### src/rtl/awm_pkg.sv
// Shared types and constants for the anagram window match block.
// Holds the input mode codes, the work item passed from front to back, and defaults.
// Used by every module of the block but awm_ram; depends on nothing.
package awm_pkg;

  localparam int DEF_MAX_PATTERN = 256;
  localparam int DEF_ALPHABET    = 128;
  localparam int SYMBOL_W        = 7;
  localparam int POS_W           = 32;
  localparam int MODE_W          = 2;
  localparam int QUEUE_DEPTH     = 4;

  localparam logic [MODE_W-1:0] MODE_CLEAR   = 2'd0;
  localparam logic [MODE_W-1:0] MODE_PATTERN = 2'd1;
  localparam logic [MODE_W-1:0] MODE_TEXT    = 2'd2;

  typedef enum logic [1:0] {
    KIND_CLEAR,
    KIND_LOAD,
    KIND_TEXT
  } item_kind_t;

  typedef struct packed {
    item_kind_t          kind;
    logic [SYMBOL_W-1:0] sym;
    logic [SYMBOL_W-1:0] old_sym;
    logic                leave;
    logic                full_after;
    logic [POS_W-1:0]    start;
  } work_item_t;

endpackage

### src/rtl/awm_queue.sv
// Short FIFO of work items between the front end and the table stage.
// Depth is the package constant QUEUE_DEPTH, a power of two.
// Depends on awm_pkg.
module awm_queue import awm_pkg::*; (
  input  logic       clk,
  input  logic       rst,
  input  logic       push,
  input  work_item_t push_item,
  output logic       full,
  output logic       head_valid,
  output work_item_t head_item,
  input  logic       pop
);

  localparam int QAW = $clog2(QUEUE_DEPTH);

  work_item_t     entries [QUEUE_DEPTH];
  logic [QAW-1:0] wr_ptr, rd_ptr;
  logic [QAW:0]   count;

  assign full       = count == (QAW + 1)'(QUEUE_DEPTH);
  assign head_valid = count != '0;
  assign head_item  = entries[rd_ptr];

  always_ff @(posedge clk) begin
    if (rst) begin
      wr_ptr <= '0;
      rd_ptr <= '0;
      count  <= '0;
    end else begin
      if (push) begin
        wr_ptr <= wr_ptr + QAW'(1);
      end
      if (pop) begin
        rd_ptr <= rd_ptr + QAW'(1);
      end
      if (push && !pop) begin
        count <= count + (QAW + 1)'(1);
      end else if (pop && !push) begin
        count <= count - (QAW + 1)'(1);
      end
    end
  end

  always_ff @(posedge clk) begin
    if (push) begin
      entries[wr_ptr] <= push_item;
    end
  end

endmodule

### config.mk
export PLATFORM = sky130hd
export DESIGN_NAME = awm_queue
export DESIGN_NICKNAME = d
export VERILOG_FILES = /design/src/rtl/awm_pkg.sv /design/src/rtl/awm_queue.sv
export SDC_FILE = /design/constraint.sdc
export NUM_CORES = 1
export LEC_CHECK = 0
export BUFFER_PORTS_ARGS = -buffer_cell sky130_fd_sc_hd__buf_2
export CAP_MARGIN = 10
export CORE_ASPECT_RATIO = 1.5
export CORE_UTILIZATION = 57
export DETAILED_ROUTE_END_ITERATION = 6
export GPL_ROUTABILITY_DRIVEN = 1
export GPL_TIMING_DRIVEN = 0
export PLACE_DENSITY = 0.8
export SLEW_MARGIN = 5
export SYNTH_ARGS = -nofsm -noshare
export SYNTH_HDL_FRONTEND = slang
export SYNTH_SLANG_ARGS = --single-unit
### constraint.sdc
create_clock -name clk -period 2.6 [get_ports clk]
set_clock_uncertainty 0.2 [all_clocks]
set_input_delay 0.39 -clock clk [delete_from_list [all_inputs] [get_ports clk]]
set_output_delay 0.39 -clock clk [all_outputs]
set_load 0.05 [all_outputs]
======== After elaboration in Yosys (flattened, before gate mapping) ========
Memory sizes are Yosys's and may differ from the RTL's. A register that Yosys moved wholly into a read port is not among the register bits.
Index checks and enable logic that the tools add are counted.
storage, ports and cells
  bits of input ports ..................... 54
  flip-flop bits (word level) ............. 7
  logic and storage cells ................. 21
  memories kept ........................... 1
  output and inout bits ................... 52
  memory bits (writable) .................. 200
memory list
  name     words  bits a word  read ports  clocked after Yosys merged registers in  wr ports  RTL line         source
  entries  4      50           1           1                                        1         awm_queue.sv:17  work_item_t entries [QUEUE_DEPTH];
cells by class
  $add $sub $neg .......................... 4
  mux-type cells .......................... 6
  equality and inequality tests ........... 1
  reduce and logical (&&, ||, !) cells .... 6
operator list
  cell                                               number
  2-to-1 mux 3 bit                                   2
  adder 2 x 1 -> 2 bit (second input constant)       2
  2-to-1 mux 2 bit                                   2
  adder 3 x 1 -> 3 bit (second input constant)       1
  equality test 3 bit (second input constant)        1
  nonzero test 3 bit                                 1
  subtractor 3 x 1 -> 3 bit (second input constant)  1
  logical AND 1 bit                                  2
  logical NOT 1 bit                                  2
  2-to-1 mux 1 bit                                   2
  nonzero test 2 bit                                 1

======== Logic depth before layout (Yosys ltp) ========
Gate-level depths: netlist of the first run.
  word-level depth ........................ 4
  depth in mapped cells ................... 7
  mapped depth without buffers ............ 7

======== Worst setup path before layout of the first run ========
No wires, ideal clock.
  kind .................................... reg-to-reg
  from .................................... register wr_ptr[0]
  to ...................................... memory entries[2][0] in the netlist's numbering, enable pin
  period minus slack after synthesis ...... 2.347 ns
  cell stages (with the launch flop) ...... 4
  setup time .............................. 0.413 ns
  required time ........................... 1.987 ns
  slack ................................... 0.253 ns
  arrival ................................. 1.734 ns
  buffers on the path ..................... 0
  path through ............................ dfxtp_1 -> inv_1 -> ha_1 -> and2_1
RTL lines
  what                      RTL line         source
  start: declaration        awm_queue.sv:18  logic [QAW-1:0] wr_ptr, rd_ptr;
  start signal: assignment  awm_queue.sv:32  wr_ptr <= wr_ptr + QAW'(1);
  end: declaration          awm_queue.sv:17
Straight into the memory's write port.

==> results of run 1 <==
==> layout make-up <==
cell class / instances / area [um2] / area share (%)
Sequential cell: 209 / 6186 / 64.10
Tap cell: 159 / 198.9 / 2.061
Clock buffer: 30 / 661.9 / 6.859
Inverter: 4 / 15.01 / 0.1556
Buffer: 13 / 156.4 / 1.621
Clock inverter: 6 / 43.79 / 0.4538
Timing Repair Buffer: 154 / 1021 / 10.58
Multi-Input combinational cell: 80 / 1368 / 14.17
==> metal layers <==
metal / vias up / wire [um]
li1: 1643 / -
met1: 1839 / 5097
met2: 127 / 7524
met3: 30 / 663
met4: 0 / 354
met5: - / 0
==> critical path: cells and delay by family (launching register included) <==
kind / cells / cell delay (ps)
buffers and inverters: 3 / 760
multiplexers: 1 / 350
flip-flops: 1 / 300
==> how the worst min path moves through the flow <==
stage           endpoint  slack, ps
2_1_floorplan   count[2]        260
3_3_place_gp    count[2]        270
3_5_place_dp    count[2]        320
4_1_cts        rd_ptr[0]         10
5_1_grt        rd_ptr[0]         30
6_report       rd_ptr[0]         20
==> repair_timing <==
item | CTS | global route
endpoints found under the setup margin | 0 | 13
endpoints found under the hold margin | 200 | 0
hold buffers | 50 | 0
gates resized for setup | 0 | 5
==> synthesized netlist by cell type, drive strengths merged, types with 2 or more instances <==
| master | number | share of area (%) |
|---|---|---|
| edfxtp | 200 | 78 |
| mux4 | 50 | 15 |
| buf | 12 | 1.8 |
| dfxtp | 9 | 2.3 |
| nor2 | 7 | 0.34 |
| ha | 5 | 0.81 |
| and2 | 4 | 0.32 |
| inv | 4 | 0.19 |
| xor2 | 3 | 0.34 |
| mux2i | 2 | 0.26 |
| or3 | 2 | 0.16 |
| xnor2 | 2 | 0.23 |
==> logic make-up (layout without fill, tap and decap cells) <==
group	after synthesis	in the layout	share of synthesized area [%]
xor gates and xnor gates	5	5	0.5687
buffers and inverters	17	207	2.063
AOI/OAI and AO/OA	2	2	0.1298
and+or+nand+nor	15	15	0.9746
muxes	52	52	14.88
DFF	209	209	80.31
adders and majority gates	6	6	1.072
==> through the flow <==
step	total power [mW]	instances	instance area [um2]
floorplan	4.838	306	7702
global placement	5.095	569	8422
detailed placement	5.125	569	8432
CTS	8.121	655	9638
global route	8.310	655	9651
finish	8.070	655	9651
==> power by group through the flow <==
stage / sequential (mW) / clock, mW / combinational (mW)
after global placement: 3.98 / 0 / 1.12
after floorplan: 3.97 / 0 / 0.867
after detailed placement: 3.99 / 0 / 1.14
final: 3.91 / 2.96 / 1.19
after global routing: 3.93 / 3.12 / 1.26
after CTS: 3.91 / 3.00 / 1.20
==> state kept, by name (all words and copies together) (netlist names), named ones only <==
name	cells
wr_ptr	2
entries	200
count	3
rd_ptr	2
==> results.md, run 1 <==
- CTS Root Cell: clkbuf_16
- Leakage: 3.368 nW
- Die X: 96.92 um
- ANT nets after route: 0
- FILL cells: 733
- Status: finished, final reports clean
- Post-layout net count: 542
- Critical Setup Path Class: register to primary output
- Mapped Avg Cell Area: 25.17 um2
- HP Class: primary input to register
- Final setup violating endpoints: 0
- VDD IR-drop max: 0.0006717 V
- Crit. End Element: primary output
- Hold WS: 23.70 ps
- Layout cells sized above 1: 41.13%
- Most common cell after layout, fill and taps aside: edfxtp_1
- GR Util met2: 37.25%
- RSZ-0062 raised after global routing: no
- Fmax: 401.0 MHz
- Number of global-route vias before repair: 3946
- GRT busiest layer: met2
- Pin count of the biggest net entering global routing: 51
- Post-synth EDFFs: 200
- Num CTS Buffers: 20
- Switching Fraction: 24.99%
- Int Pwr: 6.054 mW
- Clock power frac: 36.7%
- Syn Inst Count: 306
- Worst-margin pin slew: 800.9 ps
- CP startpoint kind: register
- Remaining DRCs: 0
- Core ar.: 13080 um2
- DR pass1 iterations: 6
- Setup total negative slack: 0 ps
- Routability Congestion: 0.7050
- Max-slew violations: 0
- Hold Path Depth: 3
- Crit-path cells: buf_1, clkbuf_4, mux4_2, buf_2
- Comb pwr share: 14.8%
- I/O pins: 106
- Clock-pin slew on the worst setup and hold paths: 70 ps
- Rel. slew slack: 46.60%
- Synthesized flop and latch total: 209
- Synthesized area: 7702 um2
- Reg-to-reg startpoint: wr_ptr[0]
- Synth Net Count: 366
- Worst r2r path cells: 3
- Seq/Total Area, Yosys: 80.31%
- Seq pwr share: 48.5%
- Setup Buffers After CTS: 0
- # rows: 51
- Synth Flop Type: edfxtp_1
- Initial DRC count: 177
- Ant. Diodes: 0
- Largest fanout on the critical path: 10
- Max-cap viol count: 0
- Synth unique cells: 21
- GR Util met1: 24.04%
- Initial antenna violation count: 0
- Buffers added on ports: 104
- Fin crit period: 2494 ps
- HPWL after detailed placement: 7.827 mm
- Flop2flop setup slack: 720 ps
- CP Data Required Time: 2010 ps
- Min-delay src: pop
- Met3 usage: 3.190%
- P_sw: 2.017 mW
- Full die area: 13990 um2
- Worst Setup Slack, final: 106.1 ps
- Total gr overflow: 0
- Worst slack, placed: 450.9 ps
- Power Dens Cells: 836.3 nW/um2
- Worst skew pair latency: 480 ps
- Most frequent cells in the layout: 200 x edfxtp_1, 104 x buf_2, 50 x mux4_2, 50 x dlygate4sd3_1, 23 x clkbuf_16
- Worst EP arrival: 1900 ps
- Critical path's slowest cell: mux4_2
- Drt wl/cell: 20.82 um
- Post-layout util: 73.77%
- Vias per inst: 5.556
- Starting Density: 58.88%
- FF-to-FF End: entries[2][1]
- Post-Route WL: 13.64 mm
- First-pass GRT wire length: 21.00 mm
- Die extent in y: 144.4 um
- Post-synth ARST share: 0%
- Max Root-Sink Buffers: 3
- Final Hold Fails: 0
- Warnings from Yosys: 0
- Clk sink count: 209
- Htree depth: 1
- Gr usage total: 20.11%
- CTS tree: built
- Worst Setup EP: head_item[46]
- Area growth, synth to finish: 25.29%
- Period utilization: 95.92%
- Via count: 3639
- Max stage delay on crit path: 350 ps
No activity file was read; power rests on OpenSTA's default activity.
==> run 2, diff against run 1 <==
- REMOVE_ABC_BUFFERS: default -> 1
- SKIP_LAST_GASP: default -> 1
==> run 2 against run 1 <==
Net effect:
- sequential power is essentially flat
- critical path type unchanged
- critical path depth shrank 1
- cell count shrank 1.2%
==> results.md, run 2 (same netlist as run 1, synthesis figures left out) <==
- Switching Fraction: 24.75% (was 24.99%)
- Critical Setup Path Class: register to primary output (unchanged)
- Rel. slew slack: 49.01% (was 46.60%)
- Clk sink count: 209 (unchanged)
- Remaining DRCs: 0 (unchanged)
- Max reg flops: 200 (unchanged)
- Max stage delay on crit path: 560 ps (was 350 ps)
- Routability Congestion: 0.6648 (was 0.7050)
- Combined area of the multi-input logic cells: 1366 um2 (was 1368 um2)
- Post-Route WL: 13.15 mm (was 13.64 mm)
- Via count: 3576 (was 3639)
- P_sw: 1.943 mW (was 2.017 mW)
- Critical path's slowest cell: mux4_2 (unchanged)
- Worst skew pair latency: 480 ps (about the same)
- Gr usage total: 19.52% (was 20.11%)
- DP Area: 8364 um2 (was 8432 um2)
- CTS tree: built (unchanged)
- Initial DRC count: 245 (was 177)
- Worst path bufs/invs: 2 (was 3)
- First-pass GRT wire length: 20.48 mm (was 21.00 mm)
- Crit-path leading delay family: multiplexers (was buffers and inverters)
- CTS Root Cell: clkbuf_16 (unchanged)
- Number of global-route vias before repair: 3913 (was 3946)
- Area growth, synth to finish: 23.81% (was 25.29%)
- HP Class: primary input to register (unchanged)
- Largest regs: entries x200, count x3 (unchanged)
- Drt wl/cell: 20.32 um (was 20.82 um)
- Clock-pin slew on the worst setup and hold paths: 70 ps (about the same)
- FILL cells: 752 (was 733)
- Worst EP arrival: 1940 ps (was 1900 ps)
- Crit. End Element: primary output (unchanged)
- Initial antenna violation count: 1 (was 0)
- Pin count of the biggest net entering global routing: 51 (unchanged)
- Reg-to-reg startpoint: wr_ptr[0] (unchanged)
- Clock power frac: 35.3% (was 36.7%)
- Register area: 6193 um2 (was 6186 um2)
- Num CTS Buffers: 19 (was 20)
- Starting Density: 58.88% (unchanged)
- Most common cell after layout, fill and taps aside: edfxtp_1 (unchanged)
- Power Dens Cells: 823.4 nW/um2 (was 836.3 nW/um2)
- Final Hold Fails: 0 (unchanged)
- HPWL after detailed placement: 7.405 mm (was 7.827 mm)
- Period utilization: 97.17% (was 95.92%)
- VDD IR-drop max: 0.0008706 V (was 0.0006717 V)
- # rows: 51 (unchanged)
- ANT nets after route: 0 (unchanged)
- Seq pwr share: 50.0% (was 48.5%)
- Hold WS: 20.19 ps (was 23.70 ps)
- Vias per inst: 5.527 (was 5.556)
- Status: finished, final reports clean (unchanged)
- Max-cap viol count: 0 (unchanged)
- Final instance area: 9537 um2 (was 9651 um2)
- Layout cells sized above 1: 39.84% (was 41.13%)
- Core ar.: 13080 um2 (unchanged)
- Largest Register: entries (unchanged)
- Buffers added on ports: 105 (was 104)
- Comb pwr share: 14.8% (about the same)
- DR pass1 iterations: 4 (was 6)
- Min-delay src: pop (unchanged)
- RSZ-0062 raised after global routing: no (unchanged)
- Max Root-Sink Buffers: 3 (unchanged)
- Final setup violating endpoints: 0 (unchanged)
- Int Pwr: 5.909 mW (was 6.054 mW)
- Largest fanout on the critical path: 36 (was 10)
- Fmax: 395.8 MHz (was 401.0 MHz)
- Leakage: 3.292 nW (was 3.368 nW)
- Fin crit period: 2526 ps (was 2494 ps)
- Htree depth: 1 (unchanged)
- Crit-path cells: buf_16, mux4_2, buf_2 (was buf_1, clkbuf_4, mux4_2, buf_2)
- Most frequent cells in the layout: 200 x edfxtp_1, 105 x buf_2, 51 x dlygate4sd3_1 (was 200 x edfxtp_1, 104 x buf_2, 50 x mux4_2, 50 x dlygate4sd3_1, 23 x clkbuf_16)
- I/O pins: 106 (unchanged)
- Worst-margin pin slew: 764.9 ps (was 800.9 ps)
- CP startpoint kind: register (unchanged)
- CP Data Required Time: 2010 ps (about the same)
- Die X: 96.92 um (unchanged)
- Full die area: 13990 um2 (unchanged)
- Total gr overflow: 0 (unchanged)
- Post-layout net count: 537 (was 542)
- Die extent in y: 144.4 um (unchanged)
- Max-slew violations: 0 (unchanged)
[run 2: changes by cell type in the layout (fill, tap and decap cells not counted), moves of 3 or more]
cell and change:
clkbuf_8 -6, clkbuf_4 -5, bufinv_16 +3, buf_4 +3, clkbuf_16 -4, clkbuf_1 +3
[run 2: worst register-to-register path: stages (launching register included)]
cell and delay, ps:
dfxtp_1 350, inv_1 90, ha_1 150, and2_2 610, buf_12 300
[run 2: stage by stage]
step | utilization (%) | setup TNS (ps) | worst slack (ps) | power, mW | std cells
6_report | 72.90 | 0 | 73.56 | 7.852 | 647
2_1_floorplan | - | -48560 | -971.2 | 4.797 | 293
3_5_place_dp | 63.94 | 0 | 283.9 | 5.096 | 560
3_3_place_gp | 63.32 | -214180 | -1907 | 5.072 | 557
4_1_cts | 72.88 | 0 | 44.95 | 7.924 | 646
5_1_grt | 72.90 | 0 | 4.766 | 8.109 | 647
[run 2: power by group through the flow]
stage	registers (mW)	logic, mW	clock network, mW
after floorplan	4.02	0.776	0
after global placement	4.06	1.02	0
after detailed placement	4.01	1.08	0
after CTS	3.93	1.17	2.82
after global routing	3.94	1.22	2.95
final	3.92	1.16	2.77
[run 2: what timing repair did]
| item | in CTS | in global routing |
|---|---|---|
| hold buffers | 51 | 0 |
| endpoints found under the hold margin | 209 | 0 |
| endpoints found under the setup margin | 36 | 0 |
| resized for setup | 1 | 0 |
| setup buffers | 4 | 0 |
[run 2: area by class of cell]
cell class / instances / area share, %
multi-input combinational: 80 / 14.33
sequential: 209 / 64.94
antenna: 1 / 0.02624
timing repair buffer: 163 / 12.02
clock inverter: 7 / 1.260
clock buffer: 24 / 5.182
inverter: 4 / 0.1574
tap: 159 / 2.086
[run 2: path summary, 6_finish.rpt]
kind                            depth (start not counted)  slack [ps]              to
worst min register to register                          2         320        count[2]
worst min-delay path                                    3          20        register
worst max-delay path                                    3          70   head_item[36]
worst max register to register                          4         580  entries[2][18]
[run 2: layer usage]
metal / wire (um) / vias up / global-route usage, %
li1: - / 1624 / -
met4: 355 / 0 / 7.698
met5: 0 / - / 0
met1: 5030 / 1815 / 23.84
met3: 567 / 28 / 3.190
met2: 7192 / 109 / 35.06
