## config.mk

```make
export PLATFORM = sky130hd
export DESIGN_NAME = awm_front
export DESIGN_NICKNAME = d
export VERILOG_FILES = /design/src/rtl/awm_pkg.sv /design/src/rtl/awm_ram.sv /design/src/rtl/awm_front.sv
export SDC_FILE = /design/constraint.sdc
export NUM_CORES = 2
export LEC_CHECK = 0
export BUFFER_PORTS_ARGS = -buffer_cell sky130_fd_sc_hd__buf_2
export CAP_MARGIN = 20
export CORE_MARGIN = 4
export CORE_UTILIZATION = 40
export DETAILED_ROUTE_END_ITERATION = 12
export MAX_ROUTING_LAYER = met4
export PLACE_DENSITY_LB_ADDON = 0.25
export SLEW_MARGIN = 20
export SYNTH_ARGS = -nofsm -noshare
export SYNTH_HDL_FRONTEND = slang
export SYNTH_SLANG_ARGS = --single-unit
```

## constraint.sdc

```tcl
create_clock -name clk -period 4.2 [get_ports clk]
set_input_delay 0.42 -clock clk [delete_from_list [all_inputs] [get_ports clk]]
set_output_delay 0.42 -clock clk [all_outputs]
set_load 0.005 [all_outputs]
```

## src/rtl/awm_pkg.sv

```systemverilog
// Shared types and constants for the anagram window match block.
// Holds the input mode codes, the work item passed from front to back, and defaults.
// Used by every module of the block but awm_ram; depends on nothing.
package awm_pkg;

  localparam int DEF_MAX_PATTERN = 256;
  localparam int DEF_ALPHABET    = 128;
  localparam int SYMBOL_W        = 7;
  localparam int POS_W           = 32;
  localparam int MODE_W          = 2;
  localparam int QUEUE_DEPTH     = 4;

  localparam logic [MODE_W-1:0] MODE_CLEAR   = 2'd0;
  localparam logic [MODE_W-1:0] MODE_PATTERN = 2'd1;
  localparam logic [MODE_W-1:0] MODE_TEXT    = 2'd2;

  typedef enum logic [1:0] {
    KIND_CLEAR,
    KIND_LOAD,
    KIND_TEXT
  } item_kind_t;

  typedef struct packed {
    item_kind_t          kind;
    logic [SYMBOL_W-1:0] sym;
    logic [SYMBOL_W-1:0] old_sym;
    logic                leave;
    logic                full_after;
    logic [POS_W-1:0]    start;
  } work_item_t;

endpackage

```

## src/rtl/awm_ram.sv

```systemverilog
// Generic single-clock RAM with one write port and one registered read port.
// A read and a write to the same address in one cycle return the old data.
// No dependencies.
module awm_ram #(
  parameter int WIDTH = 8,
  parameter int DEPTH = 16
) (
  input  logic                                     clk,
  input  logic                                     we,
  input  logic [((DEPTH > 1) ? $clog2(DEPTH) : 1)-1:0] waddr,
  input  logic [WIDTH-1:0]                         wdata,
  input  logic                                     re,
  input  logic [((DEPTH > 1) ? $clog2(DEPTH) : 1)-1:0] raddr,
  output logic [WIDTH-1:0]                         rdata
);

  logic [WIDTH-1:0] mem [DEPTH];

  always_ff @(posedge clk) begin
    if (we) begin
      mem[waddr] <= wdata;
    end
    if (re) begin
      rdata <= mem[raddr];
    end
  end

endmodule

```

## src/rtl/awm_front.sv

```systemverilog
// Front end of the anagram window match block: accepts items and classifies them.
// Tracks pattern length, window fill, ring pointer and text position, and keeps the text ring.
// Depends on awm_pkg and awm_ram.
module awm_front import awm_pkg::*; #(
  parameter int MAX_PATTERN = DEF_MAX_PATTERN,
  parameter int ALPHABET    = DEF_ALPHABET
) (
  input  logic                clk,
  input  logic                rst,
  input  logic                item_valid,
  output logic                item_stall,
  input  logic [MODE_W-1:0]   mode,
  input  logic [SYMBOL_W-1:0] symbol,
  input  logic                q_full,
  output logic                fo_valid,
  output work_item_t          fo_item
);

  localparam int PLW = $clog2(MAX_PATTERN + 1);
  localparam int LW  = PLW + 1;
  localparam int RW  = (MAX_PATTERN > 1) ? $clog2(MAX_PATTERN) : 1;

  logic [PLW-1:0]      pattern_length, pattern_length_next;
  logic [PLW-1:0]      window_fill, window_fill_next;
  logic [RW-1:0]       ring_ptr, ring_ptr_next, old_slot;
  logic [LW-1:0]       ptr_ext, plen_ext, old_slot_ext;
  logic                text_seen, text_seen_next;
  logic [POS_W-1:0]    text_position, text_position_next;
  work_item_t          fo_desc, fo_desc_next;
  logic                fo_load, fo_push, accept;
  logic                ring_we, ring_re, sym_ok, leave, full_after;
  logic [SYMBOL_W-1:0] ring_rdata;

  assign fo_push    = fo_valid && !q_full;
  assign item_stall = fo_valid && q_full;
  assign accept     = item_valid && !item_stall;
  assign sym_ok     = int'(symbol) < ALPHABET;

  assign ptr_ext      = LW'(ring_ptr);
  assign plen_ext     = LW'(pattern_length);
  assign old_slot_ext = (ptr_ext >= plen_ext) ? (ptr_ext - plen_ext)
                                              : (ptr_ext + LW'(MAX_PATTERN) - plen_ext);
  assign old_slot     = RW'(old_slot_ext);
  assign leave        = window_fill == pattern_length;
  assign full_after   = leave || ((window_fill + PLW'(1)) == pattern_length);

  always_comb begin
    pattern_length_next = pattern_length;
    window_fill_next    = window_fill;
    ring_ptr_next       = ring_ptr;
    text_seen_next      = text_seen;
    text_position_next  = text_position;
    fo_load             = 1'b0;
    ring_we             = 1'b0;
    ring_re             = 1'b0;
    fo_desc_next.kind       = KIND_TEXT;
    fo_desc_next.sym        = symbol;
    fo_desc_next.old_sym    = '0;
    fo_desc_next.leave      = leave;
    fo_desc_next.full_after = full_after;
    fo_desc_next.start      = text_position - POS_W'(pattern_length) + POS_W'(1);
    if (accept) begin
      unique case (mode)
        MODE_CLEAR: begin
          pattern_length_next = '0;
          window_fill_next    = '0;
          ring_ptr_next       = '0;
          text_seen_next      = 1'b0;
          text_position_next  = '0;
          fo_load             = 1'b1;
          fo_desc_next.kind   = KIND_CLEAR;
        end
        MODE_PATTERN: begin
          if (!text_seen && sym_ok && (pattern_length < PLW'(MAX_PATTERN))) begin
            pattern_length_next = pattern_length + PLW'(1);
            fo_load             = 1'b1;
            fo_desc_next.kind   = KIND_LOAD;
          end
        end
        MODE_TEXT: begin
          text_seen_next     = 1'b1;
          text_position_next = text_position + POS_W'(1);
          if (pattern_length != '0) begin
            fo_load       = 1'b1;
            ring_we       = 1'b1;
            ring_re       = leave;
            ring_ptr_next = (ring_ptr == RW'(MAX_PATTERN - 1)) ? '0 : ring_ptr + RW'(1);
            if (!leave) begin
              window_fill_next = window_fill + PLW'(1);
            end
          end
        end
        default: begin
        end
      endcase
    end
  end

  always_ff @(posedge clk) begin
    if (rst) begin
      pattern_length <= '0;
      window_fill    <= '0;
      ring_ptr       <= '0;
      text_seen      <= 1'b0;
      text_position  <= '0;
      fo_valid       <= 1'b0;
    end else begin
      pattern_length <= pattern_length_next;
      window_fill    <= window_fill_next;
      ring_ptr       <= ring_ptr_next;
      text_seen      <= text_seen_next;
      text_position  <= text_position_next;
      if (fo_load) begin
        fo_valid <= 1'b1;
      end else if (fo_push) begin
        fo_valid <= 1'b0;
      end
    end
  end

  always_ff @(posedge clk) begin
    if (fo_load) begin
      fo_desc <= fo_desc_next;
    end
  end

  always_comb begin
    fo_item         = fo_desc;
    fo_item.old_sym = ring_rdata;
  end

  awm_ram #(
    .WIDTH(SYMBOL_W),
    .DEPTH(MAX_PATTERN)
  ) u_ring (
    .clk  (clk),
    .we   (ring_we),
    .waddr(ring_ptr),
    .wdata(symbol),
    .re   (ring_re),
    .raddr(old_slot),
    .rdata(ring_rdata)
  );

endmodule

```

### Word-level counts from Yosys, hierarchy flattened

Memories as Yosys holds them, arrays and structs flattened. A register that Yosys moved wholly into a read port is not among the register bits.
Cells that the tools add are included.

* reductions and logical operators: 17
* equality and inequality tests: 8
* magnitude comparators: 2
* shift-type cells: 0
* $add $sub $neg: 9
* bitwise logic cells: 0
* divide/modulo/power cells: 0
* mux-type cells: 26
* $mul: 0

Operator list (count)
* $add A32 B1 Y32 const B: 2
* $pmux W32 S2: 1
* $pmux W9 S2: 2
* $sub A32 B9 Y32: 1
* $mux W9: 3
* $mux W8: 3
* $add A9 B1 Y9 const B: 2
* $eq A9 B9 Y1: 2
* $add A8 B1 Y8 const B: 2
* $pmux W8 S2: 1
* $sub A8 B8 Y8: 2
* $mux W1: 12
* $ge A8 B9 Y1: 1
* $lt A9 B9 Y1 const B: 1
* $reduce_bool A9 Y1: 1
* $eq A8 B8 Y1 const B: 1
* $ne A2 B2 Y1 const B: 3
* $reduce_and A3 Y1: 2
* $reduce_bool A2 Y1: 3
* $logic_and A1 B1 Y1: 4
* $pmux W2 S2: 1
* $reduce_and A4 Y1: 1
* $logic_not A1 Y1: 3
* $pmux W1 S3: 1
* other kinds (7): 7

* ROM bits: 0
* memories kept: 1
* bits in latches: 0
* input port bits: 13
* RAM bits: 1792
* logic and storage cells: 74
* output and inout port bits: 52
* bits in registers: 103

Memories
* u_ring.mem: depth 256, width 7, read ports 1, clocked after Yosys merged registers in 1, write ports 1, line awm_ram.sv:17 `logic [WIDTH-1:0] mem [DEPTH];`

### Longest topological paths before layout

* depth after elaboration: 6
* gate-level depth with buffers: 15
* depth with buffers taken out: 14

### Hierarchy

From an unflattened synthesis, not the netlist that was laid out.

* cells, all modules: 4121
* area, all modules: 77048.9 sq um

Modules (own cells, without submodules)
* awm_ram: sequential area each 54021.8 sq um, area each 70267.4 sq um, instances 1, cells an instance 3381
* awm_front: sequential area each 2492.4 sq um, area each 6781.5 sq um, instances 1, cells an instance 740

### Worst setup path before layout

No wires, ideal clock.

* path kind: reg-to-reg
* start: reg pattern_length[1]
* end: reg fo_desc (netlist bit fo_item[0]), enable pin
* path slack: 0.734 ns
* data arrival time: 3.020 ns
* buffers on the path: 1
* stages on the path, launching flop included: 8
* data required time: 3.754 ns
* library setup time: 0.446 ns
* period minus slack after synthesis: 3.466 ns
* path through: dfxtp_1 > inv_1 > ha_1 > and4_1 > clkbuf_1 > nor2_1 > nor2_1 > nor2_1

* word-level cells in the longest chain between the ends: 5
* elaborated cells between the ends (all ways): 7
* those cells by class: 1 x order compare; 4 x mux; 2 x reduce/logical

Ends and longest elaborated chain
* start: declaration: line awm_front.sv:23 `logic [PLW-1:0] pattern_length, pattern_length_next;`
* start signal: assignment: line awm_front.sv:108 `pattern_length <= pattern_length_next;`
* $lt A9 B9 Y1: line awm_front.sv:74 `if (!text_seen && sym_ok && (pattern_length < PLW'(MAX_PATTERN))) begin`
* $logic_and A1 B1 Y1: line awm_front.sv:74
* $mux W1: line awm_front.sv:74
* $pmux W1 S3 *: line awm_front.sv:63 `unique case (mode)`
* $mux W1 *: line awm_front.sv:62 `if (accept) begin`
* net fo_load: line awm_front.sv:30 `logic fo_load, fo_push, accept;`
* end signal: assignment: line awm_front.sv:123 `fo_desc <= fo_desc_next;`
* end: declaration: line awm_front.sv:29 `work_item_t fo_desc, fo_desc_next;`

The timed path passes the listed nets; every way through them passes the cells marked *.
A chain may end at the register's enable or synchronous reset.

### Worst setup path after layout

* start: reg ring_ptr[0]
* end: reg u_ring.rdata[1], read port of u_ring.mem, data pin

* word-level cells in the longest chain between the ends: 3
* elaborated cells between the ends (all ways): 5
* those cells by class: 3 x add/sub; 1 x order compare; 1 x mux

Ends and longest elaborated chain
* start: declaration: line awm_front.sv:25 `logic [RW-1:0] ring_ptr, ring_ptr_next, old_slot;`
* start signal: assignment: line awm_front.sv:110 `ring_ptr <= ring_ptr_next;`
* $add A8 B1 Y8: line awm_front.sv:42 `: (ptr_ext + LW'(MAX_PATTERN) - plen_ext);`
* $sub A8 B8 Y8: line awm_front.sv:42
* $mux W8 *: line awm_front.sv:41 `assign old_slot_ext = (ptr_ext >= plen_ext) ? (ptr_ext - plen_ext)`
* end: declaration: line awm_ram.sv:14 `output logic [WIDTH-1:0] rdata`

Mark *: on every way between the ends. The rest lies on a longest branch, timed or not.

==> results.sh <==
export IMPL_vias_per_cell=5.65
export IMPL_power_density_mw_per_mm2=455
export IMPL_grt_usage_pct=19.5
export IMPL_vias=38200
export IMPL_row_count=160
export IMPL_cts_sinks=1902
export IMPL_synth_ff_type="edfxtp_1"
export IMPL_rsz0062_at_grt="false"
export IMPL_reg2reg_slack_ns=0.07
export IMPL_p_total_uw=39900
export IMPL_slew_viol_final=0
export IMPL_fill_cells=15900
export IMPL_synthSimpleGateAreaFrac_pct=4.17
export IMPL_dr_pass1_iters=5
export IMPL_hold_viol=0
export IMPL_drtIter0Drc=4329
export IMPL_port_buffers=64
export IMPL_maxSlewHeadroom_pct=31.3
export IMPL_clk_transition_reported_paths_ns=0.06
export IMPL_clock_skew_ns=0.0487
export IMPL_worst_pin_slew_ns=1.03
export IMPL_dp_hpwl_um=115000
export IMPL_place_gp_congestion=0.819
export IMPL_max_stage_delay_ns=0.77
export IMPL_dieArea_mm2=0.198
export IMPL_finalSetupTns_ns=0
export IMPL_ir_worst_vdd_uv=325
export IMPL_root_buffer="clkbuf_16"
export IMPL_timing_final_crit_period_ns=4.13
export IMPL_synth_mux_area_share_pct=16.2
export IMPL_wl_per_cell_um=27.8
export IMPL_min_path_type="in2reg"
export IMPL_fmax_ghz=0.242
export IMPL_timing_final_crit_share_pct=98.3
export IMPL_worstPathCellList="inv_1 > ha_4 > inv_1 > fa_4 > buf_4 > buf_12 > mux4_2 > mux4_2 > nor2_1 > o2111ai_1 > o2111ai_1 > nor4_1"
export IMPL_yosysSeqAreaShare_pct=73.8
export IMPL_design_area_mm2=0.0875
export IMPL_grt_max_degree=156
export IMPL_required_ns=4.78
export IMPL_die_h_um=445
export IMPL_setup_viol=0
export IMPL_cts_tree="built"
export IMPL_antenna_left=0
export IMPL_synth_xor_area_share_pct=0.961
export IMPL_grt_pass1_vias=38600
export IMPL_synth_top_family_by_area="multiplexers"
export IMPL_placed_area_mm2=0.0809
export IMPL_synthArstFlopShare_pct=0
export IMPL_reg2regPathDepth=12
export IMPL_status="completed"
export IMPL_htree_num_levels=4
export IMPL_post_cts_buffers=0
export IMPL_antenna_found_initial=7
export IMPL_grt_first_pass_wirelength_um=276000
export IMPL_clkLatencyLatePin_ns=0.83
export IMPL_synthAdderAreaFrac_pct=1.28
export IMPL_coreArea_mm2=0.190
export IMPL_cts_buffers=194
export IMPL_synth_distinct_cells=69
export IMPL_p_leak_uw=0.0278
export IMPL_final_common_cell="edfxtp_1"
export IMPL_wl_um=188000
export IMPL_start_util_pct=40.2
export IMPL_r2r_end="u_ring.rdata[1]$_DFFE_PP_"
export IMPL_drv_cap=0
export IMPL_grt_overflow_total=0
export IMPL_seqCellArea_mm2=0.0565
export IMPL_critPathMaxFanout=58
export IMPL_cts_buffer_depth=3
export IMPL_worst_slack_ns=0.0714
export IMPL_slowest_stage="fa_4"
export IMPL_synth_compound_area_share_pct=2.03
export IMPL_pin_count=65
export IMPL_postLayoutCoreUtil_pct=46.0
export IMPL_critPathCaptureType="register"
export IMPL_startpoint_type="register"
export IMPL_synth_area_mm2=0.0765
export IMPL_synth_warnings=0
export IMPL_syn_to_final_growth_pct=14.3
export IMPL_drc=0
export IMPL_reg2reg_from="ring_ptr[0]$_SDFFE_PP0P_"
export IMPL_syn_nets=3951
export IMPL_postSynthAreaPerCell_um2=19.8
export IMPL_ys_ff_latch=1902
export IMPL_die_width_um=445
export IMPL_netlist_instances=3861
export IMPL_critPathLaunch="ring_ptr[0]$_SDFFE_PP0P_"
export IMPL_drive_gt1_share_pct=25.7
export IMPL_synth_edf_count=1842
export IMPL_multi_input_area_mm2=0.0190
export IMPL_path_class="reg2reg"
export IMPL_final_nets=4172
export IMPL_cp_endpoint="u_ring.rdata[1]$_DFFE_PP_"
export IMPL_crit_arrival_ns=4.71
export IMPL_pre_cts_ws_ns=-0.0549
export IMPL_layout_common_cells="1842 x edfxtp_1, 540 x mux4_2, 394 x nor2_1"
==> sequential cells by signal, summed over array words and instances (netlist names) <==
name,flops
window_fill,9
fo_item,43
u_ring.rdata,7
text_seen,1
u_ring.mem,1792
ring_ptr,8
fo_valid,1
pattern_length,9
text_position,32
==> synth_stat cells (all sizes together) (12+ instances only) <==
cell type / n / share of area [%]
edfxtp: 1842 / 72
mux4: 540 / 16
nor2: 396 / 1.9
nand2: 157 / 0.78
clkbuf: 113 / 0.55
buf: 90 / 0.69
a21oi: 77 / 0.52
ha: 75 / 1.2
dfxtp: 60 / 1.6
inv: 59 / 0.29
xnor2: 58 / 0.66
nand3: 55 / 0.36
o21ai: 48 / 0.32
o2111ai: 27 / 0.31
nand4: 25 / 0.20
xor2: 23 / 0.30
nor3: 22 / 0.14
mux2i: 14 / 0.18
nor4: 14 / 0.12
a21o: 13 / 0.13
nand2b: 13 / 0.11
a211oi: 12 / 0.12
and3: 12 / 0.098
==> per-stage QoR <==
step	instances	hold slack (ns)
after floorplan	3861	0.441
after global placement	6390	0.451
after detailed placement	6391	0.478
after CTS	6753	0.0104
after global routing	6758	0.0321
final	6759	0.0647
==> worst min path at each step <==
stage                     cells after the start                   start                             to
after floorplan                               2  text_seen$_SDFFE_PP0P_         text_seen$_SDFFE_PP0P_
after global placement                        2  text_seen$_SDFFE_PP0P_         text_seen$_SDFFE_PP0P_
after detailed placement                      2  text_seen$_SDFFE_PP0P_         text_seen$_SDFFE_PP0P_
after CTS                                     2                     rst  text_position[6]$_SDFFE_PP0P_
after global routing                          1               symbol[0]   u_ring.mem[249][0]$_DFFE_PP_
final                                         1               symbol[0]   u_ring.mem[238][0]$_DFFE_PP_
==> kinds of logic after synthesis <==
logic type	Yosys count
compound gates	237
mux	562
xor+xnor	81
simple gates	740
flops	1902
fa+ha+maj	77
buf+inv	262
==> worst max-delay path: cells and delay by family (launching register included) <==
kind	cells	cell delay (ns)
flops	1	0.35
buf+inv	4	0.77
compound gates	2	0.43
simple gates	2	0.40
fa+ha+maj	2	0.95
mux	2	0.87
==> area by class of cell <==
class	count	area share, %
clock inverters	130	1.61
diodes	3	0.00858
clock buffers	229	5.78
inverters	59	0.253
repair buffers	228	2.46
well taps	2511	3.59
multi-input cells	1697	21.7
flip-flops and latches	1902	64.6
==> power breakdown <==
part	switching [µW]	internal, µW
logic	907	606
clock network	7360	10200
registers	6.60	20800
total	8280	31600
==> timing repair <==
item / in CTS / in global routing
endpoints found under the hold margin: 4 / 28
gates resized for setup: 3 / 5
pin swaps: 0 / 0
endpoints found under the setup margin: 3 / 3
hold buffers: 3 / 1
==> metal layers <==
layer	wire length (µm)	track usage (%)	vias to the layer above
met1	82000	27.8	20500
met2	89800	29.8	1306
met3	12000	3.12	249
met4	4380	5.05	0
met5	0	-	-
li1	-	-	16200
Power figures use the tool's default switching activity.
